File: src/rtl/bps_pkg.sv
`timescale 1ns / 1ps
// ----------------------------------------------------------------------------
// Blob position smoother package
// Shared widths, reset values, register indexes, the control struct and the
// truncating divide by the history depth.
// ----------------------------------------------------------------------------
package bps_pkg;

  // History depth and field widths.
  localparam int HIST_DEPTH = 10;
  localparam int POS_W      = 10;
  localparam int COORD_W    = 11;
  localparam int AREA_W     = 17;
  localparam int THR_W      = 22;
  localparam int CFG_DATA_W = 22;
  localparam int CFG_IDX_W  = 1;
  localparam int SUM_W      = COORD_W + $clog2(HIST_DEPTH);

  // Register indexes on the configuration port.
  localparam logic [CFG_IDX_W-1:0] CFG_MIN_AREA = 1'b0;
  localparam logic [CFG_IDX_W-1:0] CFG_JUMP_THR = 1'b1;

  // Reset values.
  localparam logic [AREA_W-1:0] MIN_AREA_RESET = AREA_W'(150);
  localparam logic [THR_W-1:0]  JUMP_THR_RESET = THR_W'(1000);
  localparam int                MISS_MARKER    = -100;
  localparam logic signed [COORD_W-1:0] MISS_COORD = COORD_W'(MISS_MARKER);
  localparam logic signed [SUM_W-1:0]   SUM_RESET  = SUM_W'(MISS_MARKER * HIST_DEPTH);

  // Reciprocal for the divide by the depth: exact for every magnitude below
  // 2**SUM_W because 2**DIV_K is at least the depth.
  localparam int          DIV_K     = $clog2(HIST_DEPTH);
  localparam int          DIV_SHIFT = SUM_W + DIV_K;
  localparam int          PROD_W    = SUM_W + DIV_SHIFT;
  localparam int unsigned RECIP     = ((1 << DIV_SHIFT) + HIST_DEPTH - 1) / HIST_DEPTH;

  // Per-step control handed to each axis.
  typedef struct packed {
    logic step;
    logic hit;
    logic jump;
  } bps_ctrl_t;

  // Sum divided by the depth, truncated toward zero.
  function automatic logic signed [COORD_W-1:0] div_depth(
    input logic signed [SUM_W-1:0] sum
  );
    logic [SUM_W-1:0]  mag;
    logic [PROD_W-1:0] prod;
    logic [SUM_W-1:0]  quo;
    mag  = sum[SUM_W-1] ? SUM_W'(-sum) : SUM_W'(sum);
    prod = PROD_W'(mag) * PROD_W'(RECIP);
    quo  = prod[DIV_SHIFT+SUM_W-1:DIV_SHIFT];
    return sum[SUM_W-1] ? COORD_W'(-quo) : COORD_W'(quo);
  endfunction

endpackage

File: src/rtl/bps_axis.sv
`timescale 1ns / 1ps
// ----------------------------------------------------------------------------
// Blob position smoother, one axis
// Holds the position history of one coordinate with its running sum and
// registered mean, and gives the mean after the next shift.
// ----------------------------------------------------------------------------
module bps_axis (
  input  logic                                clk_i,
  input  logic                                rst_ni,
  input  bps_pkg::bps_ctrl_t                  ctrl_i,
  input  logic [bps_pkg::POS_W-1:0]           pos_i,
  output logic signed [bps_pkg::COORD_W-1:0]  mean_o,
  output logic signed [bps_pkg::COORD_W-1:0]  next_mean_o
);
  import bps_pkg::*;

  logic signed [COORD_W-1:0] hist_q [HIST_DEPTH];
  logic signed [COORD_W-1:0] hist_d [HIST_DEPTH];
  logic signed [SUM_W-1:0]   sum_q, sum_d, shift_sum;
  logic signed [COORD_W-1:0] mean_q, mean_d;
  logic signed [COORD_W-1:0] pos_s, shift_val;

  assign pos_s     = COORD_W'(pos_i);
  assign shift_val = ctrl_i.hit ? pos_s : MISS_COORD;

  // Sum after the oldest entry leaves and the new value enters.
  assign shift_sum   = sum_q - SUM_W'(hist_q[HIST_DEPTH-1]) + SUM_W'(shift_val);
  assign next_mean_o = div_depth(shift_sum);
  assign mean_o      = mean_q;

  // Next history: refill on a jump, shift otherwise.
  always_comb begin
    if (ctrl_i.hit && ctrl_i.jump) begin
      for (int i = 0; i < HIST_DEPTH; i++) begin
        hist_d[i] = pos_s;
      end
      sum_d  = SUM_W'(HIST_DEPTH) * SUM_W'(pos_i);
      mean_d = pos_s;
    end else begin
      hist_d[0] = shift_val;
      for (int i = 1; i < HIST_DEPTH; i++) begin
        hist_d[i] = hist_q[i-1];
      end
      sum_d  = shift_sum;
      mean_d = next_mean_o;
    end
  end

  // History, sum and mean registers.
  always_ff @(posedge clk_i or negedge rst_ni) begin
    if (!rst_ni) begin
      for (int i = 0; i < HIST_DEPTH; i++) begin
        hist_q[i] <= MISS_COORD;
      end
      sum_q  <= SUM_RESET;
      mean_q <= MISS_COORD;
    end else if (ctrl_i.step) begin
      hist_q <= hist_d;
      sum_q  <= sum_d;
      mean_q <= mean_d;
    end
  end

endmodule

File: src/rtl/blob_position_smoother.sv
`timescale 1ns / 1ps
// Pipeline: input register, then result register. Throughput: one
// transaction per cycle while the result side does not stall; the history
// mean is kept registered, so the jump test and the next mean each fit in
// the one compute stage. Reset: history to the miss marker, held position
// to zero, min_area to 150 and jump_threshold to 1000; both stages empty.
// ----------------------------------------------------------------------------
// Blob position smoother
// Filters per-frame blob centroid reports with a moving average over the
// recent history and resets the history when the blob jumps far away.
// ----------------------------------------------------------------------------
module blob_position_smoother (
  input  logic                                clk_i,
  input  logic                                rst_ni,
  input  logic                                in_valid_i,
  output logic                                in_stall_o,
  input  logic                                contour_found_i,
  input  logic [bps_pkg::AREA_W-1:0]          blob_area_i,
  input  logic [bps_pkg::POS_W-1:0]           pos_x_i,
  input  logic [bps_pkg::POS_W-1:0]           pos_y_i,
  output logic                                out_valid_o,
  input  logic                                out_stall_i,
  output logic signed [bps_pkg::COORD_W-1:0]  smooth_x_o,
  output logic signed [bps_pkg::COORD_W-1:0]  smooth_y_o,
  output logic                                visible_o,
  input  logic                                cfg_we_i,
  input  logic [bps_pkg::CFG_IDX_W-1:0]       cfg_idx_i,
  input  logic [bps_pkg::CFG_DATA_W-1:0]      cfg_data_i
);
  import bps_pkg::*;

  localparam int DX_W   = COORD_W + 1;
  localparam int DIST_W = 2 * DX_W + 1;

  logic              in_vld_q;
  logic              found_q;
  logic [AREA_W-1:0] area_q;
  logic [POS_W-1:0]  px_q, py_q;
  logic              out_vld_q;
  logic              visible_q;
  logic signed [COORD_W-1:0] smooth_x_q, smooth_x_d;
  logic signed [COORD_W-1:0] smooth_y_q, smooth_y_d;
  logic [AREA_W-1:0] min_area_q;
  logic [THR_W-1:0]  jump_thr_q;

  logic              in_take, adv, hit, jump;
  logic signed [COORD_W-1:0] mean_x, mean_y, next_mean_x, next_mean_y;
  logic signed [DX_W-1:0]    dx, dy;
  logic signed [2*DX_W-1:0]  sq_x, sq_y;
  logic [DIST_W-1:0]         dist_sq;
  bps_ctrl_t                 ctrl;

  // Handshake: the compute stage advances when the result register is free.
  assign adv        = in_vld_q && (!out_vld_q || !out_stall_i);
  assign in_stall_o = in_vld_q && !adv;
  assign in_take    = in_valid_i && !in_stall_o;

  // Configuration writes.
  always_ff @(posedge clk_i or negedge rst_ni) begin
    if (!rst_ni) begin
      min_area_q <= MIN_AREA_RESET;
      jump_thr_q <= JUMP_THR_RESET;
    end else if (cfg_we_i) begin
      case (cfg_idx_i)
        CFG_MIN_AREA: min_area_q <= cfg_data_i[AREA_W-1:0];
        CFG_JUMP_THR: jump_thr_q <= cfg_data_i[THR_W-1:0];
        default: ;
      endcase
    end
  end

  // Input register valid flag.
  always_ff @(posedge clk_i or negedge rst_ni) begin
    if (!rst_ni) begin
      in_vld_q <= 1'b0;
    end else if (in_take) begin
      in_vld_q <= 1'b1;
    end else if (adv) begin
      in_vld_q <= 1'b0;
    end
  end

  // Input register payload.
  always_ff @(posedge clk_i) begin
    if (in_take) begin
      found_q <= contour_found_i;
      area_q  <= blob_area_i;
      px_q    <= pos_x_i;
      py_q    <= pos_y_i;
    end
  end

  // Detection and jump test against the registered history mean.
  assign hit     = found_q && (area_q > min_area_q);
  assign dx      = DX_W'(mean_x) - DX_W'(px_q);
  assign dy      = DX_W'(mean_y) - DX_W'(py_q);
  assign sq_x    = dx * dx;
  assign sq_y    = dy * dy;
  assign dist_sq = DIST_W'($unsigned(sq_x)) + DIST_W'($unsigned(sq_y));
  assign jump    = hit && (dist_sq > DIST_W'(jump_thr_q));

  assign ctrl.step = adv;
  assign ctrl.hit  = hit;
  assign ctrl.jump = jump;

  bps_axis u_axis_x (
    .clk_i       (clk_i),
    .rst_ni      (rst_ni),
    .ctrl_i      (ctrl),
    .pos_i       (px_q),
    .mean_o      (mean_x),
    .next_mean_o (next_mean_x)
  );

  bps_axis u_axis_y (
    .clk_i       (clk_i),
    .rst_ni      (rst_ni),
    .ctrl_i      (ctrl),
    .pos_i       (py_q),
    .mean_o      (mean_y),
    .next_mean_o (next_mean_y)
  );

  // Output position: the point on a jump, the new mean on a hit, else held.
  always_comb begin
    if (!hit) begin
      smooth_x_d = smooth_x_q;
      smooth_y_d = smooth_y_q;
    end else if (jump) begin
      smooth_x_d = COORD_W'(px_q);
      smooth_y_d = COORD_W'(py_q);
    end else begin
      smooth_x_d = next_mean_x;
      smooth_y_d = next_mean_y;
    end
  end

  // Result register; the held position doubles as the last output.
  always_ff @(posedge clk_i or negedge rst_ni) begin
    if (!rst_ni) begin
      out_vld_q  <= 1'b0;
      visible_q  <= 1'b0;
      smooth_x_q <= '0;
      smooth_y_q <= '0;
    end else if (adv) begin
      out_vld_q  <= 1'b1;
      visible_q  <= hit;
      smooth_x_q <= smooth_x_d;
      smooth_y_q <= smooth_y_d;
    end else if (!out_stall_i) begin
      out_vld_q  <= 1'b0;
    end
  end

  assign out_valid_o = out_vld_q;
  assign visible_o   = visible_q;
  assign smooth_x_o  = smooth_x_q;
  assign smooth_y_o  = smooth_y_q;

endmodule

File: config.mk
export PLATFORM = sky130hd
export DESIGN_NAME = blob_position_smoother
export DESIGN_NICKNAME = d
export VERILOG_FILES = /design/src/rtl/bps_pkg.sv /design/src/rtl/bps_axis.sv /design/src/rtl/blob_position_smoother.sv
export SDC_FILE = /design/constraint.sdc
export NUM_CORES = 2
export LEC_CHECK = 0
export ABC_AREA = 1
export BUFFER_PORTS_ARGS = -buffer_cell sky130_fd_sc_hd__clkbuf_2
export CAP_MARGIN = 20
export CORE_ASPECT_RATIO = 1.4
export CORE_MARGIN = 4
export CORE_UTILIZATION = 61
export CTS_BUF_LIST = sky130_fd_sc_hd__clkbuf_2 sky130_fd_sc_hd__clkbuf_4 sky130_fd_sc_hd__clkbuf_8
export DETAILED_ROUTE_END_ITERATION = 6
export PLACE_DENSITY = 0.87
export SLEW_MARGIN = 15
export SYNTH_ARGS = -nofsm -noshare
export SYNTH_HDL_FRONTEND = slang
export SYNTH_SLANG_ARGS = --single-unit
File: constraint.sdc
create_clock -name clk_i -period 31.5 [get_ports clk_i]
set_input_delay 4.725 -clock clk_i [delete_from_list [all_inputs] [get_ports clk_i]]
set_output_delay 4.725 -clock clk_i [all_outputs]
set_load 0.02 [all_outputs]
* After elaboration in Yosys (flattened, before gate mapping) *
Index checks and enable logic that the tools add are counted.

word-level totals
  bits in latches = 0
  output and inout bits = 25
  RAM bits = 0
  memories = 0
  input port bits = 66
  bits in read-only memories = 0
  bits in registers = 374

operators by class
  add/subtract/negate cells = 11
  order comparisons = 2
  equal/unequal tests = 1
  $mul = 6
  bitwise logic cells = 1
  reduce and logical (&&, ||, !) cells = 15
  muxes and demuxes = 18
  divide/modulo/power cells = 0
  shift operators = 0

operators by type and width
  cell                                                 number
  two-way mux 110 bit                                  2
  two-way mux 11 bit                                   8
  multiplier 15 x 16 -> 30 bit, second input constant  2
  two-way mux 15 bit                                   4
  multiplier 12 x 12 -> 24 bit                         2
  adder 15 x 11 -> 15 bit                              2
  negation 15 bit                                      2
  subtractor 15 x 11 -> 15 bit                         2
  multiplier 3 x 10 -> 13 bit, first input constant    2
  adder 24 x 24 -> 25 bit                              1
  > comparator 25 x 22 -> 1 bit                        1
  subtractor 11 x 11 -> 12 bit                         2
  negation 11 bit                                      2
  > comparator 17 bit                                  1
  logical AND 1 bit                                    6
  AND reduction 2 bit                                  3
  zero test 1 bit                                      4
  two-way mux 1 bit                                    4
  != test 2 x 1 -> 1 bit, second input constant        1
  nonzero test 2 bit                                   1
  logical OR 1 bit                                     1
  NOT 1 bit                                            1

* Logic depth before layout (Yosys ltp) *
  depth after elaboration = 10
  depth in mapped cells = 63

* Hierarchy *
Synthesis repeated with hierarchy kept, for this count alone.

second synthesis, totals
  cells, all modules = 4879
  area total of the unflattened synthesis = 40601.4 um^2

modules (own cells, without submodules)
  module                  area each (um^2)  times used  seq. area each (um^2)  cells an instance
  blob_position_smoother  17061.4           1           2755.1                 2093
  bps_axis at u_axis_y    11842.6           1           3508.4                 1380
  bps_axis at u_axis_x    11697.5           1           3508.4                 1406

* Least setup slack after synthesis *
Ideal clock, no wire load.

  path type = flip-flop to flip-flop
  from = reg min_area_q[2]
  to = reg smooth_x_q[8] (netlist: smooth_x_o[8])
  buffers on the path = 4
  setup slack = 21309 ps
  setup time = 117 ps
  clock period less this slack = 10191 ps
  stages on the path, launching flop included = 59
  arrival time = 10074 ps
  cell sequence = dfstp_2 -> inv_1 -> ha_1 -> nand2_1 -> o21a_1 -> o21ai_0 -> nand4_1 -> o211ai_1 -> a21oi_1 -> o311ai_0 -> nand2_1 -> inv_1 -> buf_4 -> buf_2 -> buf_2 -> nand2_1 -> fa_1 -> ha_1 -> (+23 left out) -> ha_1 -> nand2_1 -> o21ai_0 -> a31oi_1 -> nand2_1 -> nand2_1 -> nand2_1 -> inv_1 -> ha_1 -> nand2_1 -> nor3_2 -> nand3_1 -> nand2_1 -> nand2_1 -> nand3_1 -> nand2_1 -> nand2_1 -> nand2_1

between the ends
  cells in the longest elaborated chain, start to end = 10

RTL lines
  element                       RTL line                       source
  start: declaration            blob_position_smoother.sv:43   logic [AREA_W-1:0] min_area_q;
  start signal: assignment      blob_position_smoother.sv:65   CFG_MIN_AREA: min_area_q <= cfg_data_i[AREA_W-1:0];
  > comparator 17 bit *         blob_position_smoother.sv:94   assign hit = found_q && (area_q > min_area_q);
  logical AND 1 bit *           blob_position_smoother.sv:94
  via hit                       blob_position_smoother.sv:46   logic in_take, adv, hit, jump;
  two-way mux 11 bit            bps_axis.sv:24                 assign shift_val = ctrl_i.hit ? pos_s : MISS_COORD;
  adder 15 x 11 -> 15 bit       bps_axis.sv:27                 assign shift_sum = sum_q - SUM_W'(hist_q[HIST_DEPTH-1]) + SUM_W'(shift_val);
  negation 15 bit               bps_pkg.sv:51                  mag = sum[SUM_W-1] ? SUM_W'(-sum) : SUM_W'(sum);
  two-way mux 15 bit            bps_pkg.sv:51
  multiplier 15 x 16 -> 30 bit  bps_pkg.sv:52                  prod = PROD_W'(mag) * PROD_W'(RECIP);
  negation 11 bit               bps_pkg.sv:54                  return sum[SUM_W-1] ? COORD_W'(-quo) : COORD_W'(quo);
  two-way mux 11 bit            bps_pkg.sv:54
  two-way mux 11 bit            blob_position_smoother.sv:129  end else if (jump) begin
  end signal: assignment        blob_position_smoother.sv:148  smooth_x_q <= smooth_x_d;
  end: declaration              blob_position_smoother.sv:41   logic signed [COORD_W-1:0] smooth_x_q, smooth_x_d;

The timed path passes the listed nets; every way through them passes the cells marked *.
A chain may end at the register's enable or synchronous reset.

* Final worst setup path *
  from = reg px_q[2]
  to = reg smooth_x_q[3] (netlist: smooth_x_o[3])

between the ends
  cells in the longest elaborated chain, start to end = 8

RTL lines
  element                       RTL line                       source
  start: declaration            blob_position_smoother.sv:38   logic [POS_W-1:0] px_q, py_q;
  start signal: assignment      blob_position_smoother.sv:88   px_q <= pos_x_i;
  two-way mux 11 bit            bps_axis.sv:24
  adder 15 x 11 -> 15 bit       bps_axis.sv:27
  negation 15 bit               bps_pkg.sv:51
  two-way mux 15 bit            bps_pkg.sv:51
  multiplier 15 x 16 -> 30 bit  bps_pkg.sv:52
  negation 11 bit               bps_pkg.sv:54
  two-way mux 11 bit            bps_pkg.sv:54
  two-way mux 11 bit *          blob_position_smoother.sv:129

Every way passes the cells marked *; elsewhere a longest branch is shown, timed or not.

==> summary.txt <==
Outcome
  – Outcome: finished, violations left
  – Failing checks: DRC

Critical path
  – CP required: between 30000 and 40000 ps
  – Worst reg2reg setup slack: 18130 ps
  – CP max FO: 164
  – CP peak stage delay: 990 ps
  – R2r startpoint: px_q[2]
  – Worst R2R End: smooth_x_o[3]
  – CP Capture Type: flop
  – Critical path startpoint category: flop
  – Critical path type: reg -> reg
  – Most used cell, CP: nand2_1
  – R2R cell count: 55
  – Slowest cell on crit path: buf_4
  – Worst endpoint data arrival time: between 10000 and 15000 ps

CTS
  – H-tree Lvls: 2
  – CTS Buf Count: 60
  – CTS Sinks: approximately 360
  – CTS tree: done
  – CTS Hold Bufs: 0
  – Reg clk slew, reported paths: roughly 70 ps
  – Clock root buffer master: clkbuf_8
  – CTS resizes: 0
  – Worst skew pair latency: a little over 700 ps
  – Worst-case clock buffer depth: 3
  – Number of setup buffers added after CTS: 0

Global routing
  – GRT Resource Usage Total: 0.289
  – Vias in the first global route: between 30000 and 40000
  – Initial antenna violation count: 0
  – Pin count of the biggest net entering global routing: roughly 190
  – First-pass GRT wire length: around 160000 um
  – GR Overflow Total: 0

Synth
  – Synth Instances: between 4000 and 5000
  – Distinct cell type count of the synthesized netlist: between 60 and 70
  – Mapped Nets: between 5000 and 6000
  – Syn. warnings: 0
  – Asr flop ratio synth: 0.896
  – Post-synth EDFFs: 38
  – #FFs+latches synth: roughly 360
  – Synth top area share: 0.199
  – Synth top area cells: fa_1, ha_1, dfstp_2, dfrtp_1, inv_1
  – Main synth FF type: dfstp_2
  – Leading area contributor after synthesis: fa_1
  – Syn avg cell area: 8.42 sq um
  – Seq/Total Area, Yosys: 0.240
  – Synthesized area: about 40000 sq um

Timing
  – F_max: 74.8 MHz
  – Min cycle time layout: around 13000 ps
  – Slew @ Worst Pin: about 1100 ps
  – RSZ-0062 raised after global routing: false
  – Hold Violations, Final: 0
  – Final Skew: 53.6 ps
  – Slew margin rel.: 0.266
  – Final Slew Violations: 0
  – Setup TNS: 0 ps
  – Setup violators final: 0
  – Fin crit share: 0.424
  – Hold Worst Slack: 475 ps

Layout
  – Commonest non-fill, non-tap cell in the layout: inv_1
  – Cell area after layout: around 42000 sq um
  – Final Util: 0.652
  – Diode count: 0
  – Share of cells above drive strength 1: 0.107
  – Final #Nets: about 5700
  – Synth-to-Final Area Change: 6.01%
  – Leading cell types in the layout, fill and taps excluded: inv_1, nand2_1, ha_1

Die
  – Site Rows: 110
  – Core ar.: 64300 sq um
  – Die H: 309 um
  – Die W: 223 um
  – Die area: 69000 sq um
  – Initial core utilization: 0.615
  – IO Pins: just over 90

Detailed routing
  – DRC violation count after routing: 2
  – Routed vias/inst: between 5 and 6
  – Drt pass-1 iters: 7
  – DR iter-0 viols: roughly 2400
  – WL final: roughly 99000 um
  – Drt wl/cell: 17.6 um
  – ANT nets after route: 0
  – Via count: ~32000

Hold path
  – Hold Crit Class: reg -> reg
  – HP Start: u_axis_x.hist_q[87]
  – Cells on Worst Hold Path: 2
  – Hold Crit Endpoint: u_axis_x.hist_q[87]

Placement
  – # port buffers: 90
  – Hpwl dp: 78600 um
  – Area post-placement: about 40000 sq um
  – Global placement routability congestion: 1.02

Job
  – Max-capacitance violation count: 0
==> per-layer routing <==
| layer | up-vias | routed length, um | GRT usage |
|---|---|---|---|
| li1 | 15000 | - | - |
| met1 | 15400 | 36000 | 0.331 |
| met2 | 1210 | 50300 | 0.521 |
| met3 | 365 | 5730 | 0.0383 |
| met4 | 0 | 6830 | 0.166 |
| met5 | - | 0 | 0 |
==> worst max-delay path by stage <==
stage	from	to	slack, ps	cells past startpoint
after floorplan	min_area_q[2]	smooth_x_o[8]	21310	58
after global placement	py_q[2]	smooth_x_o[3]	18530	53
after detailed placement	px_q[2]	smooth_x_o[3]	18310	55
after CTS	px_q[2]	smooth_x_o[3]	18260	55
after global routing	py_q[2]	smooth_x_o[3]	17010	53
final	px_q[2]	smooth_x_o[3]	18130	55
==> state kept, by name, summed over array words and instances, names as in the netlist, 15 cells and up <==
name             cells
u_axis_x.sum_q      15
jump_thr_q          22
min_area_q          17
u_axis_x.hist_q    110
u_axis_y.hist_q    100
area_q              17
u_axis_y.sum_q      15
==> synthesized netlist by cell type, drive strengths merged, types with 2 or more instances <==
cell type	n
o31ai	10
nor3	34
a31o	3
ha	473
inv	919
nor4	19
dfstp	168
nand4	34
nor2	456
o311ai	3
xnor2	51
nand2	838
a41oi	2
o21a	8
dfrtp	158
a211oi	8
or2	16
fa	393
a31oi	133
a221oi	3
o22ai	2
dlygate4sd1	3
edfxtp	38
a21oi	312
a21boi	7
buf	48
nand3	131
o211ai	9
clkbuf	72
nand3b	9
o21ai	172
o221ai	3
and2	2
xor2	118
a22oi	4
o21bai	17
a2111oi	2
clkinv	7
a21o	8
==> cell families (layout without fill, tap and decap cells) <==
kind of cell,Yosys count,after routing,share of synthesized area
AND/OR/NAND/NOR,1541,1541,0.161
buffers and inverters,1049,1146,0.106
adder cells (fa/ha/maj),866,866,0.349
AO/OA/AOI/OAI,708,708,0.104
flip-flops,364,364,0.240
XOR/XNOR,169,169,0.0396
==> area by class of cell <==
| class | instances | area (sq um) |
|---|---|---|
| Timing Repair Buffer | 106 | 586 |
| Fill cell | 5001 | 22300 |
| Multi-Input combinational cell | 3284 | 25900 |
| Inverter | 926 | 3480 |
| Sequential cell | 364 | 9510 |
| Clock buffer | 94 | 1200 |
| Tap cell | 840 | 1050 |
| Clock inverter | 20 | 208 |
==> worst max-delay path: cells and delay by family, from the launching register on <==
family | cells | cell delay, ps
adder cells (fa/ha/maj) | 9 | 3800
AO/OA/AOI/OAI | 11 | 2410
AND/OR/NAND/NOR | 22 | 3620
flip-flops | 1 | 490
buffers and inverters | 10 | 2120
XOR/XNOR | 3 | 780
==> metrics by stage <==
step | setup WS, ps | instances
after floorplan | 21310 | 4697
after global placement | 18530 | 5519
after detailed placement | 18310 | 5519
after CTS | 18260 | 5633
after global routing | 17010 | 5634
final | 18130 | 5634
Power is not shown: default switching activity piles up to over one toggle a cycle in this logic, so the estimate is an artifact.
